<file path="src/hdl/bsa_pkg.sv">
// Shared types and codes for the bitmap slot allocator.
package bsa_pkg;

  localparam int WORD_BITS = 64;
  localparam int WIDX_W    = 5;    // word index width; committed count never exceeds 32 words
  localparam int SLOT_W    = 11;   // internal slot number width
  localparam int ADDR_W    = 48;

  localparam logic [1:0] CMD_ALLOC = 2'd0;
  localparam logic [1:0] CMD_BATCH = 2'd1;
  localparam logic [1:0] CMD_FREE  = 2'd2;
  localparam logic [1:0] CMD_RESET = 2'd3;

  localparam logic [1:0] ST_OK          = 2'd0;
  localparam logic [1:0] ST_NO_FREE     = 2'd1;
  localparam logic [1:0] ST_NOT_OWNED   = 2'd2;
  localparam logic [1:0] ST_DOUBLE_FREE = 2'd3;

  localparam logic [1:0] CFG_COMMITTED = 2'd0;
  localparam logic [1:0] CFG_SHIFT     = 2'd1;
  localparam logic [1:0] CFG_BASE      = 2'd2;

  // bitmap write request
  typedef struct packed {
    logic                 clr;
    logic                 we;
    logic [WIDX_W-1:0]    word;
    logic [WORD_BITS-1:0] data;
  } bsa_wr_t;

  // finder result for one word
  typedef struct packed {
    logic                 hit;
    logic [5:0]           bit_idx;
    logic [WORD_BITS-1:0] word_new;
    logic                 full;
  } bsa_hit_t;

endpackage

</file>
<file path="src/hdl/bsa_bitmap.sv">
// Occupancy bitmap: one flop word per 64 slots, cleared by reset or a clear request.
module bsa_bitmap
  import bsa_pkg::*;
#(
  parameter int DEPTH = 16
) (
  input  logic                 clk,
  input  logic                 rst,
  input  bsa_wr_t              wr,
  input  logic [WIDX_W-1:0]    rd_word,
  output logic [WORD_BITS-1:0] rd_data
);

  localparam int AW = (DEPTH > 1) ? $clog2(DEPTH) : 1;

  logic [WORD_BITS-1:0] words [DEPTH];

  // a write beats a clear so a pool reset can mark the tail word in the same cycle
  always_ff @(posedge clk) begin
    for (int i = 0; i < DEPTH; i++) begin
      if (rst) begin
        words[i] <= '0;
      end else if (wr.we && (wr.word[AW-1:0] == AW'(i))) begin
        words[i] <= wr.data;
      end else if (wr.clr) begin
        words[i] <= '0;
      end
    end
  end

  assign rd_data = words[rd_word[AW-1:0]];

endmodule

</file>
<file path="src/hdl/bsa_find.sv">
// Finder: lowest free, committed bit of one bitmap word and the word after claiming it.
module bsa_find
  import bsa_pkg::*;
(
  input  logic [WORD_BITS-1:0] word,
  input  logic [WIDX_W-1:0]    word_idx,
  input  logic [SLOT_W-1:0]    committed,
  output bsa_hit_t             hit
);

  logic [SLOT_W-1:0]    lo;
  logic [SLOT_W-1:0]    rem;
  logic [WORD_BITS-1:0] vmask;
  logic [WORD_BITS-1:0] avail;
  logic [5:0]           idx;

  assign lo  = {word_idx, 6'd0};
  assign rem = committed - lo;

  always_comb begin
    if (committed <= lo) begin
      vmask = '0;
    end else if (rem >= SLOT_W'(WORD_BITS)) begin
      vmask = '1;
    end else begin
      vmask = (64'd1 << rem[5:0]) - 64'd1;
    end
  end

  assign avail = ~word & vmask;

  always_comb begin
    idx = '0;
    for (int i = WORD_BITS - 1; i >= 0; i--) begin
      if (avail[i]) begin
        idx = 6'(i);
      end
    end
  end

  assign hit.hit      = |avail;
  assign hit.bit_idx  = idx;
  assign hit.word_new = word | (64'd1 << idx);
  assign hit.full     = &hit.word_new;

endmodule

</file>
<file path="src/hdl/bitmap_slot_allocator.sv">
// Top level: bitmap slot allocator with next-fit scan sequencer.
//
//  channel  | signals                                         | transfer when
//  ---------+-------------------------------------------------+---------------------------
//  command  | start, busy, command, free_address, batch_count | start && !busy at clk edge
//  config   | cfg_valid, cfg_ready, cfg_index, cfg_data       | cfg_valid && cfg_ready
//  result   | result_valid, status, block_address,            | every cycle result_valid
//           | slot_index, free_slots, last                    | is high (one cycle each)
//
// Steps: alloc scans the bitmap words from the hint, granting a slot on each hit, then
// closes out in S_FLUSH (or reports no free slot); the finder handles one word read per
// cycle. Free checks the address in S_FCHK and the bit in S_FBIT; pool reset finishes from
// idle. Each result is registered and shows in the cycle after the one that produced it.
// Reset (rst, synchronous) clears the bitmap and hint, resets the free count and loads register
// defaults. The receiver cannot stall: results are strobed for exactly one cycle.
module bitmap_slot_allocator
  import bsa_pkg::*;
#(
  parameter int POOL_SIZE = 1024,
  parameter int MAX_BATCH = 64
) (
  input  logic              clk,
  input  logic              rst,
  // command channel
  input  logic              start,
  output logic              busy,
  input  logic [1:0]        command,
  input  logic [ADDR_W-1:0] free_address,
  input  logic [6:0]        batch_count,
  // configuration channel
  input  logic              cfg_valid,
  output logic              cfg_ready,
  input  logic [1:0]        cfg_index,
  input  logic [ADDR_W-1:0] cfg_data,
  // result channel
  output logic              result_valid,
  output logic [1:0]        status,
  output logic [ADDR_W-1:0] block_address,
  output logic [9:0]        slot_index,
  output logic [10:0]       free_slots,
  output logic              last
);

  localparam int NWORDS = (POOL_SIZE + WORD_BITS - 1) / WORD_BITS;
  // committed count is 11 bits, so at most 32 words are ever reachable
  localparam int DEPTH  = (NWORDS > 32) ? 32 : NWORDS;
  localparam int CAP    = (POOL_SIZE > 2047) ? 2047 : POOL_SIZE;
  localparam int FC_RST = (POOL_SIZE < 1024) ? POOL_SIZE : 1024;

  localparam logic [SLOT_W-1:0] CAP_C    = SLOT_W'(CAP);
  localparam logic [SLOT_W-1:0] FC_RST_C = SLOT_W'(FC_RST);
  localparam logic [6:0]        MAXB_C   = 7'(MAX_BATCH);

  localparam logic [2:0] S_IDLE  = 3'd0;
  localparam logic [2:0] S_SCAN  = 3'd1;
  localparam logic [2:0] S_FLUSH = 3'd2;
  localparam logic [2:0] S_FCHK  = 3'd3;
  localparam logic [2:0] S_FBIT  = 3'd4;

  // configuration registers
  logic [SLOT_W-1:0] committed;
  logic [4:0]        block_shift;
  logic [ADDR_W-1:0] payload_base;

  // sequencer state
  logic [2:0]        state, state_next;
  logic [6:0]        want, want_next;
  logic [6:0]        found, found_next;
  logic [WIDX_W-1:0] cur_w, cur_w_next;
  logic [WIDX_W-1:0] steps, steps_next;
  logic              pend_valid, pend_valid_next;
  logic [SLOT_W-1:0] pend_slot, pend_slot_next;
  logic [WIDX_W-1:0] hint, hint_next;
  logic [SLOT_W-1:0] free_total, free_total_next;
  logic [ADDR_W:0]   off, off_next;
  logic [SLOT_W-1:0] fslot, fslot_next;

  // emit request for the result register
  logic              emit;
  logic [1:0]        e_status;
  logic              e_grant;
  logic [SLOT_W-1:0] e_slot;
  logic              e_last;
  logic [ADDR_W-1:0] e_addr;

  // derived pool geometry
  logic [SLOT_W-1:0] c_eff;
  logic [5:0]        nw;
  logic [5:0]        tail;
  logic [6:0]        want_in;

  logic [ADDR_W-1:0] sh_off;
  logic [ADDR_W-1:0] align_mask;

  bsa_wr_t              wr;
  logic [WIDX_W-1:0]    rd_word;
  logic [WORD_BITS-1:0] rd_data;
  bsa_hit_t             fhit;

  assign c_eff = (committed > CAP_C) ? CAP_C : committed;
  assign nw    = 6'((12'(c_eff) + 12'd63) >> 6);
  assign tail  = c_eff[5:0];

  assign busy      = (state != S_IDLE);
  assign cfg_ready = 1'b1;

  assign want_in = (command == CMD_ALLOC) ? 7'd1 :
                   ((batch_count > MAXB_C) ? MAXB_C : batch_count);

  assign sh_off     = off[ADDR_W-1:0] >> block_shift;
  assign align_mask = ~({ADDR_W{1'b1}} << block_shift);

  assign rd_word = (state == S_FBIT) ? fslot[10:6] : cur_w;

  bsa_bitmap #(
    .DEPTH (DEPTH)
  ) u_bitmap (
    .clk     (clk),
    .rst     (rst),
    .wr      (wr),
    .rd_word (rd_word),
    .rd_data (rd_data)
  );

  bsa_find u_find (
    .word      (rd_data),
    .word_idx  (cur_w),
    .committed (c_eff),
    .hit       (fhit)
  );

  // sequencer
  always_comb begin
    state_next      = state;
    want_next       = want;
    found_next      = found;
    cur_w_next      = cur_w;
    steps_next      = steps;
    pend_valid_next = pend_valid;
    pend_slot_next  = pend_slot;
    hint_next       = hint;
    free_total_next = free_total;
    off_next        = off;
    fslot_next      = fslot;
    emit     = 1'b0;
    e_status = ST_OK;
    e_grant  = 1'b0;
    e_slot   = '0;
    e_last   = 1'b0;
    wr.clr   = 1'b0;
    wr.we    = 1'b0;
    wr.word  = cur_w;
    wr.data  = fhit.word_new;

    case (state)
      S_IDLE: begin
        if (start) begin
          case (command)
            CMD_ALLOC, CMD_BATCH: begin
              if (want_in != 7'd0) begin
                if (nw == 6'd0) begin
                  emit     = 1'b1;
                  e_status = ST_NO_FREE;
                  e_last   = 1'b1;
                end else begin
                  // stale hint restarts at word zero
                  if ({1'b0, hint} >= nw) begin
                    hint_next  = '0;
                    cur_w_next = '0;
                  end else begin
                    cur_w_next = hint;
                  end
                  want_next       = want_in;
                  found_next      = '0;
                  steps_next      = '0;
                  pend_valid_next = 1'b0;
                  state_next      = S_SCAN;
                end
              end
            end
            CMD_FREE: begin
              off_next   = {1'b0, free_address} - {1'b0, payload_base};
              state_next = S_FCHK;
            end
            CMD_RESET: begin
              wr.clr = 1'b1;
              if (tail != 6'd0 && nw != 6'd0) begin
                wr.we   = 1'b1;
                wr.word = WIDX_W'(nw - 6'd1);
                wr.data = {WORD_BITS{1'b1}} << tail;
              end
              free_total_next = c_eff;
              emit            = 1'b1;
              e_status        = ST_OK;
              e_last          = 1'b1;
            end
            default: begin
            end
          endcase
        end
      end

      S_SCAN: begin
        if (fhit.hit) begin
          wr.we = 1'b1;
          if (fhit.full) begin
            hint_next = cur_w + WIDX_W'(1);
          end
          // previous grant is known not to be last
          if (pend_valid) begin
            emit            = 1'b1;
            e_status        = ST_OK;
            e_grant         = 1'b1;
            e_slot          = pend_slot;
            free_total_next = (free_total == '0) ? '0 : free_total - SLOT_W'(1);
          end
          pend_valid_next = 1'b1;
          pend_slot_next  = {cur_w, fhit.bit_idx};
          found_next      = 7'(found + 7'd1);
          if (7'(found + 7'd1) == want) begin
            state_next = S_FLUSH;
          end
        end else if ({1'b0, steps} == nw - 6'd1) begin
          if (pend_valid) begin
            state_next = S_FLUSH;
          end else begin
            emit       = 1'b1;
            e_status   = ST_NO_FREE;
            e_last     = 1'b1;
            state_next = S_IDLE;
          end
        end else begin
          steps_next = steps + WIDX_W'(1);
          if (6'({1'b0, cur_w}) + 6'd1 == nw) begin
            cur_w_next = '0;
          end else begin
            cur_w_next = cur_w + WIDX_W'(1);
          end
        end
      end

      S_FLUSH: begin
        emit            = 1'b1;
        e_status        = ST_OK;
        e_grant         = 1'b1;
        e_slot          = pend_slot;
        e_last          = 1'b1;
        free_total_next = (free_total == '0) ? '0 : free_total - SLOT_W'(1);
        state_next      = S_IDLE;
      end

      S_FCHK: begin
        // below base, misaligned or beyond committed pool
        if (off[ADDR_W] || ((off[ADDR_W-1:0] & align_mask) != '0) ||
            (sh_off >= ADDR_W'(c_eff))) begin
          emit       = 1'b1;
          e_status   = ST_NOT_OWNED;
          e_last     = 1'b1;
          state_next = S_IDLE;
        end else begin
          fslot_next = sh_off[SLOT_W-1:0];
          state_next = S_FBIT;
        end
      end

      S_FBIT: begin
        emit   = 1'b1;
        e_slot = fslot;
        e_last = 1'b1;
        if (!rd_data[fslot[5:0]]) begin
          e_status = ST_DOUBLE_FREE;
        end else begin
          e_status        = ST_OK;
          wr.we           = 1'b1;
          wr.word         = fslot[10:6];
          wr.data         = rd_data & ~(64'd1 << fslot[5:0]);
          free_total_next = (free_total == 11'h7FF) ? free_total : free_total + SLOT_W'(1);
        end
        state_next = S_IDLE;
      end

      default: begin
        state_next = S_IDLE;
      end
    endcase
  end

  // granted address wraps to 48 bits
  assign e_addr = e_grant ? ADDR_W'(payload_base + (ADDR_W'(e_slot) << block_shift)) : '0;

  always_ff @(posedge clk) begin
    if (rst) begin
      state        <= S_IDLE;
      pend_valid   <= 1'b0;
      hint         <= '0;
      free_total   <= FC_RST_C;
      result_valid <= 1'b0;
      committed    <= SLOT_W'(1024);
      block_shift  <= 5'd6;
      payload_base <= '0;
    end else begin
      state        <= state_next;
      pend_valid   <= pend_valid_next;
      hint         <= hint_next;
      free_total   <= free_total_next;
      result_valid <= emit;
      if (cfg_valid) begin
        case (cfg_index)
          CFG_COMMITTED: committed    <= cfg_data[SLOT_W-1:0];
          CFG_SHIFT:     block_shift  <= cfg_data[4:0];
          CFG_BASE:      payload_base <= cfg_data;
          default: begin
          end
        endcase
      end
    end
  end

  // datapath registers, no reset needed
  always_ff @(posedge clk) begin
    want      <= want_next;
    found     <= found_next;
    cur_w     <= cur_w_next;
    steps     <= steps_next;
    pend_slot <= pend_slot_next;
    off       <= off_next;
    fslot     <= fslot_next;
    if (emit) begin
      status        <= e_status;
      block_address <= e_addr;
      slot_index    <= e_slot[9:0];
      free_slots    <= free_total_next;
      last          <= e_last;
    end
  end

endmodule

</file>
<file path="config.mk">
export PLATFORM = sky130hd
export DESIGN_NAME = bitmap_slot_allocator
export DESIGN_NICKNAME = d
export VERILOG_FILES = /design/src/hdl/bsa_pkg.sv /design/src/hdl/bsa_bitmap.sv /design/src/hdl/bsa_find.sv /design/src/hdl/bitmap_slot_allocator.sv
export SDC_FILE = /design/constraint.sdc
export NUM_CORES = 2
export LEC_CHECK = 0
export BUFFER_PORTS_ARGS = -buffer_cell sky130_fd_sc_hd__buf_2
export CORE_AREA = 2 2 453 455
export DETAILED_ROUTE_END_ITERATION = 6
export DIE_AREA = 0 0 455 457
export PLACE_DENSITY_LB_ADDON = 0.25
export SYNTH_ARGS = -nofsm -noshare
export SYNTH_HDL_FRONTEND = slang
export SYNTH_SLANG_ARGS = --single-unit
</file>
<file path="constraint.sdc">
create_clock -name clk -period 11.8 [get_ports clk]
set_input_delay 2.36 -clock clk [delete_from_list [all_inputs] [get_ports clk]]
set_output_delay 2.36 -clock clk [all_outputs]
set_load 0.02 [all_outputs]
</file>
==> run metrics <==
CP dominant cell by count=o21ai_0; final hold slack=0.465 ns; relative slew slack=9.22%; Min-Delay Endpoint=payload_base[45]$_SDFFE_PP0P_; Pwr Density=152 mW/mm²; CTS buffer count=147; Critical R2R Capture=block_address[44]$_SDFFCE_PN0P_; Synth Net Count=7351; critical path buffer and inverter count=2; Hold Path Depth=2; CP Max Fanout=14; RR Startpoint=committed[5]$_SDFFE_PP0P_; critical path arrival=11.62 ns; DRT iter0 DRCs=7549; vias in the first global route=57200; MaxCap Viol Count=0; placement row count=166; RSZ-0062 raised after global routing=no; first-pass GRT wire length=428 mm; Worst EP required=12.35 ns; Seq/Total Area, Yosys=53.0%; Tmin final=11.07 ns; R2R depth=38; largest net degree at the start of global routing=95; setup_tns=0 ns; synthesis warning total=0; gpl congestion=1.03; final WL=303 mm; Leak=29.3 nW; Achievable Freq=90.3 MHz; hpwl dp=205 mm; clk buf depth=3; number of port buffers=184; critical path launch point type=flip-flop; number of remaining DRC errors=0; HP Class=flip-flop to flip-flop; Synth cell types=114; CP endpoint kind=flip-flop; CP startpoint=committed[5]$_SDFFE_PP0P_; Reg clk slew, reported paths=0.06 ns; Total GRT Usage=28.4%; Final Skew=0.0399 ns; Clock Sinks=1276; initial core utilization=34.7%; Synth Flop Type=edfxtp_1; die width=455 µm; Avg WL per Cell=30.2 µm; Slowest cell on crit path=a211oi_1; Root Driver=clkbuf_16; Hold Startpoint=payload_base[45]$_SDFFE_PP0P_; core area=0.203 mm²; Post-DRT Antenna Nets=0; Layout Area Growth over Synthesis=14.2%; Async S/R FF share, synth=0%; Synth Instances=7118; cell family with most CP delay=compound AO/OA/AOI/OAI gates; CTS tree=yes; Worst Tran Pin Value=1.35 ns; layout cells sized above 1=12.8%; Fin. Hold Viols=0; via count=60400; reg2reg setup slack=0.73 ns; DRT Pass-1 Iters=6; Synth Area per Inst=9.93 µm²; IO Count=186; CP max stage delay=0.78 ns; Die Y=457 µm; Final Setup Violations=0; Post-synth EDFFs=1191; final period utilization=93.8%; final net count=7461; htree depth=4; status=complete, no violations; VDD IR max=0.000171 V; Die ar.=0.208 mm²; Slew Limit Fails=0; grt ovf=0; mapped cell area=0.0706 mm²; worst skew pair latency=0.83 ns; Via density=6.03; WS Path Type=flip-flop to flip-flop; number of synthesized register bits=1276; initial antenna violation count=6
[flip-flops by register name, summed over array words and instances (netlist names)]
| register | flops |
|---|---|
| last | 1 |
| committed | 11 |
| pend_slot | 11 |
| cur_w | 5 |
| state | 3 |
| block_address | 48 |
| free_slots | 11 |
| free_total | 11 |
| slot_index | 10 |
| found | 7 |
| want | 7 |
| result_valid | 1 |
| fslot | 11 |
| off | 49 |
| u_bitmap.words | 1024 |
| steps | 5 |
| status | 2 |
| pend_valid | 1 |
| hint | 5 |
| payload_base | 48 |
| block_shift | 5 |
[layout make-up]
class                      instances  area, µm²
fill                           19800     123000
antenna                            1       2.50
sequential                      1276      37500
clock buffer                     192       3920
clock inverter                    70        896
timing repair buffer             519       3760
tap                             2688       3360
multi-input combinational       5126      30700
inverter                         158        593
[cells in the mapped netlist, types with 13 or more instances]
cell type	count	area share (%)
a2111oi_0	18	0.22
a211oi_1	65	0.69
a21boi_0	16	0.17
a21o_1	63	0.67
a21oi_1	416	2.9
a221oi_1	25	0.31
a22o_1	41	0.51
a22oi_1	38	0.40
a31oi_1	38	0.34
a32oi_1	13	0.16
and2_1	57	0.50
and3_1	40	0.35
buf_1	48	0.26
buf_2	124	0.88
buf_4	24	0.26
clkbuf_1	348	1.8
dfxtp_1	85	2.4
edfxtp_1	1191	51
ha_1	119	2.1
inv_1	154	0.82
mux2_2	28	0.45
mux2i_1	302	4.3
mux4_2	40	1.3
nand2_1	640	3.4
nand2b_1	35	0.31
nand3_1	487	3.4
nand4_1	39	0.35
nor2_1	1422	7.6
nor2b_1	49	0.43
nor3_1	91	0.64
nor4_1	32	0.28
o2111ai_1	48	0.60
o211ai_1	182	1.9
o21a_1	34	0.36
o21ai_0	221	1.6
o21bai_1	22	0.23
o22ai_1	56	0.50
o311ai_0	17	0.21
o31ai_1	16	0.17
or2_2	25	0.22
or3_1	17	0.15
xnor2_1	85	1.1
xor2_1	46	0.57
[report_power, final]
group	total, mW	internal (mW)	switching (mW)
registers	5.35	5.24	0.104
logic	2.31	0.624	1.68
clock network	4.64	2.68	1.96
[cell usage in the layout (no fill, tap or decap), drive strengths merged, types with 41 or more instances in the layout]
cell     instances
nor2          1424
edfxtp        1191
nand2          640
buf            519
nand3          487
a21oi          418
mux2i          302
o21ai          232
clkbuf         192
o211ai         182
inv            167
ha             119
nor3            93
xnor2           85
dfxtp           85
a211oi          66
a21o            63
and2            57
o22ai           56
nor2b           49
o2111ai         48
xor2            46
clkinv          43
a22o            41
[kinds of logic (layout without fill, tap and decap cells)]
| family | after synthesis | count (layout) | share of synthesized area (%) |
|---|---|---|---|
| DFF | 1276 | 1276 | 53.0 |
| muxes | 372 | 372 | 6.04 |
| other | 1 | 2 | 0.00531 |
| and+or+nand+nor | 3004 | 3004 | 18.6 |
| AOI/OAI and AO/OA | 1493 | 1493 | 14.2 |
| buffers and inverters | 716 | 939 | 4.32 |
| adders and majority gates | 125 | 125 | 2.24 |
| xor gates and xnor gates | 131 | 131 | 1.62 |
[worst min-delay path, cell delays in order, from the launching register on]
cell and delay [ns]:
dfxtp_1 0.31, nand2_1 0.05, a21oi_1 0.06
[layer usage]
layer / part of all wire (%) / vias to the layer above / track usage (%)
li1: - / 26300 / -
met1: 43 / 30300 / 40.5
met2: 44 / 3329 / 42.9
met3: 9.1 / 534 / 5.34
met4: 3.8 / 4 / 10.1
met5: 0.0089 / - / 0
[worst max path at each step]
stage | slack (ns) | depth (start not counted) | end
floorplan | 0.69 | 23 | u_bitmap.words[7][0]$_SDFFCE_PP0P_
global placement | 0.55 | 36 | block_address[45]$_SDFFCE_PN0P_
detailed placement | 0.52 | 37 | block_address[44]$_SDFFCE_PN0P_
CTS | 0.45 | 37 | block_address[44]$_SDFFCE_PN0P_
global route | 0.27 | 37 | block_address[47]$_SDFFCE_PN0P_
finish | 0.73 | 38 | block_address[44]$_SDFFCE_PN0P_
[metrics by stage]
step	cells	setup slack [ns]	area [µm²]	util [%]	total power [mW]
global route	10000	0.267	80700	39.7	12.6
finish	10000	0.732	80700	39.7	12.3
floorplan	7118	0.692	70600	-	6.71
detailed placement	9765	0.519	75900	37.3	7.68
global placement	9765	0.547	75900	37.3	7.68
CTS	10000	0.452	80700	39.7	12.3
[what timing repair did]
action	CTS	global route
setup endpoints to repair	0	9
endpoints found under the hold margin	0	0
setup buffers	0	1
hold buffers	0	0
gates resized for setup	0	2
Note: power is estimated with default switching activity, not from simulation.
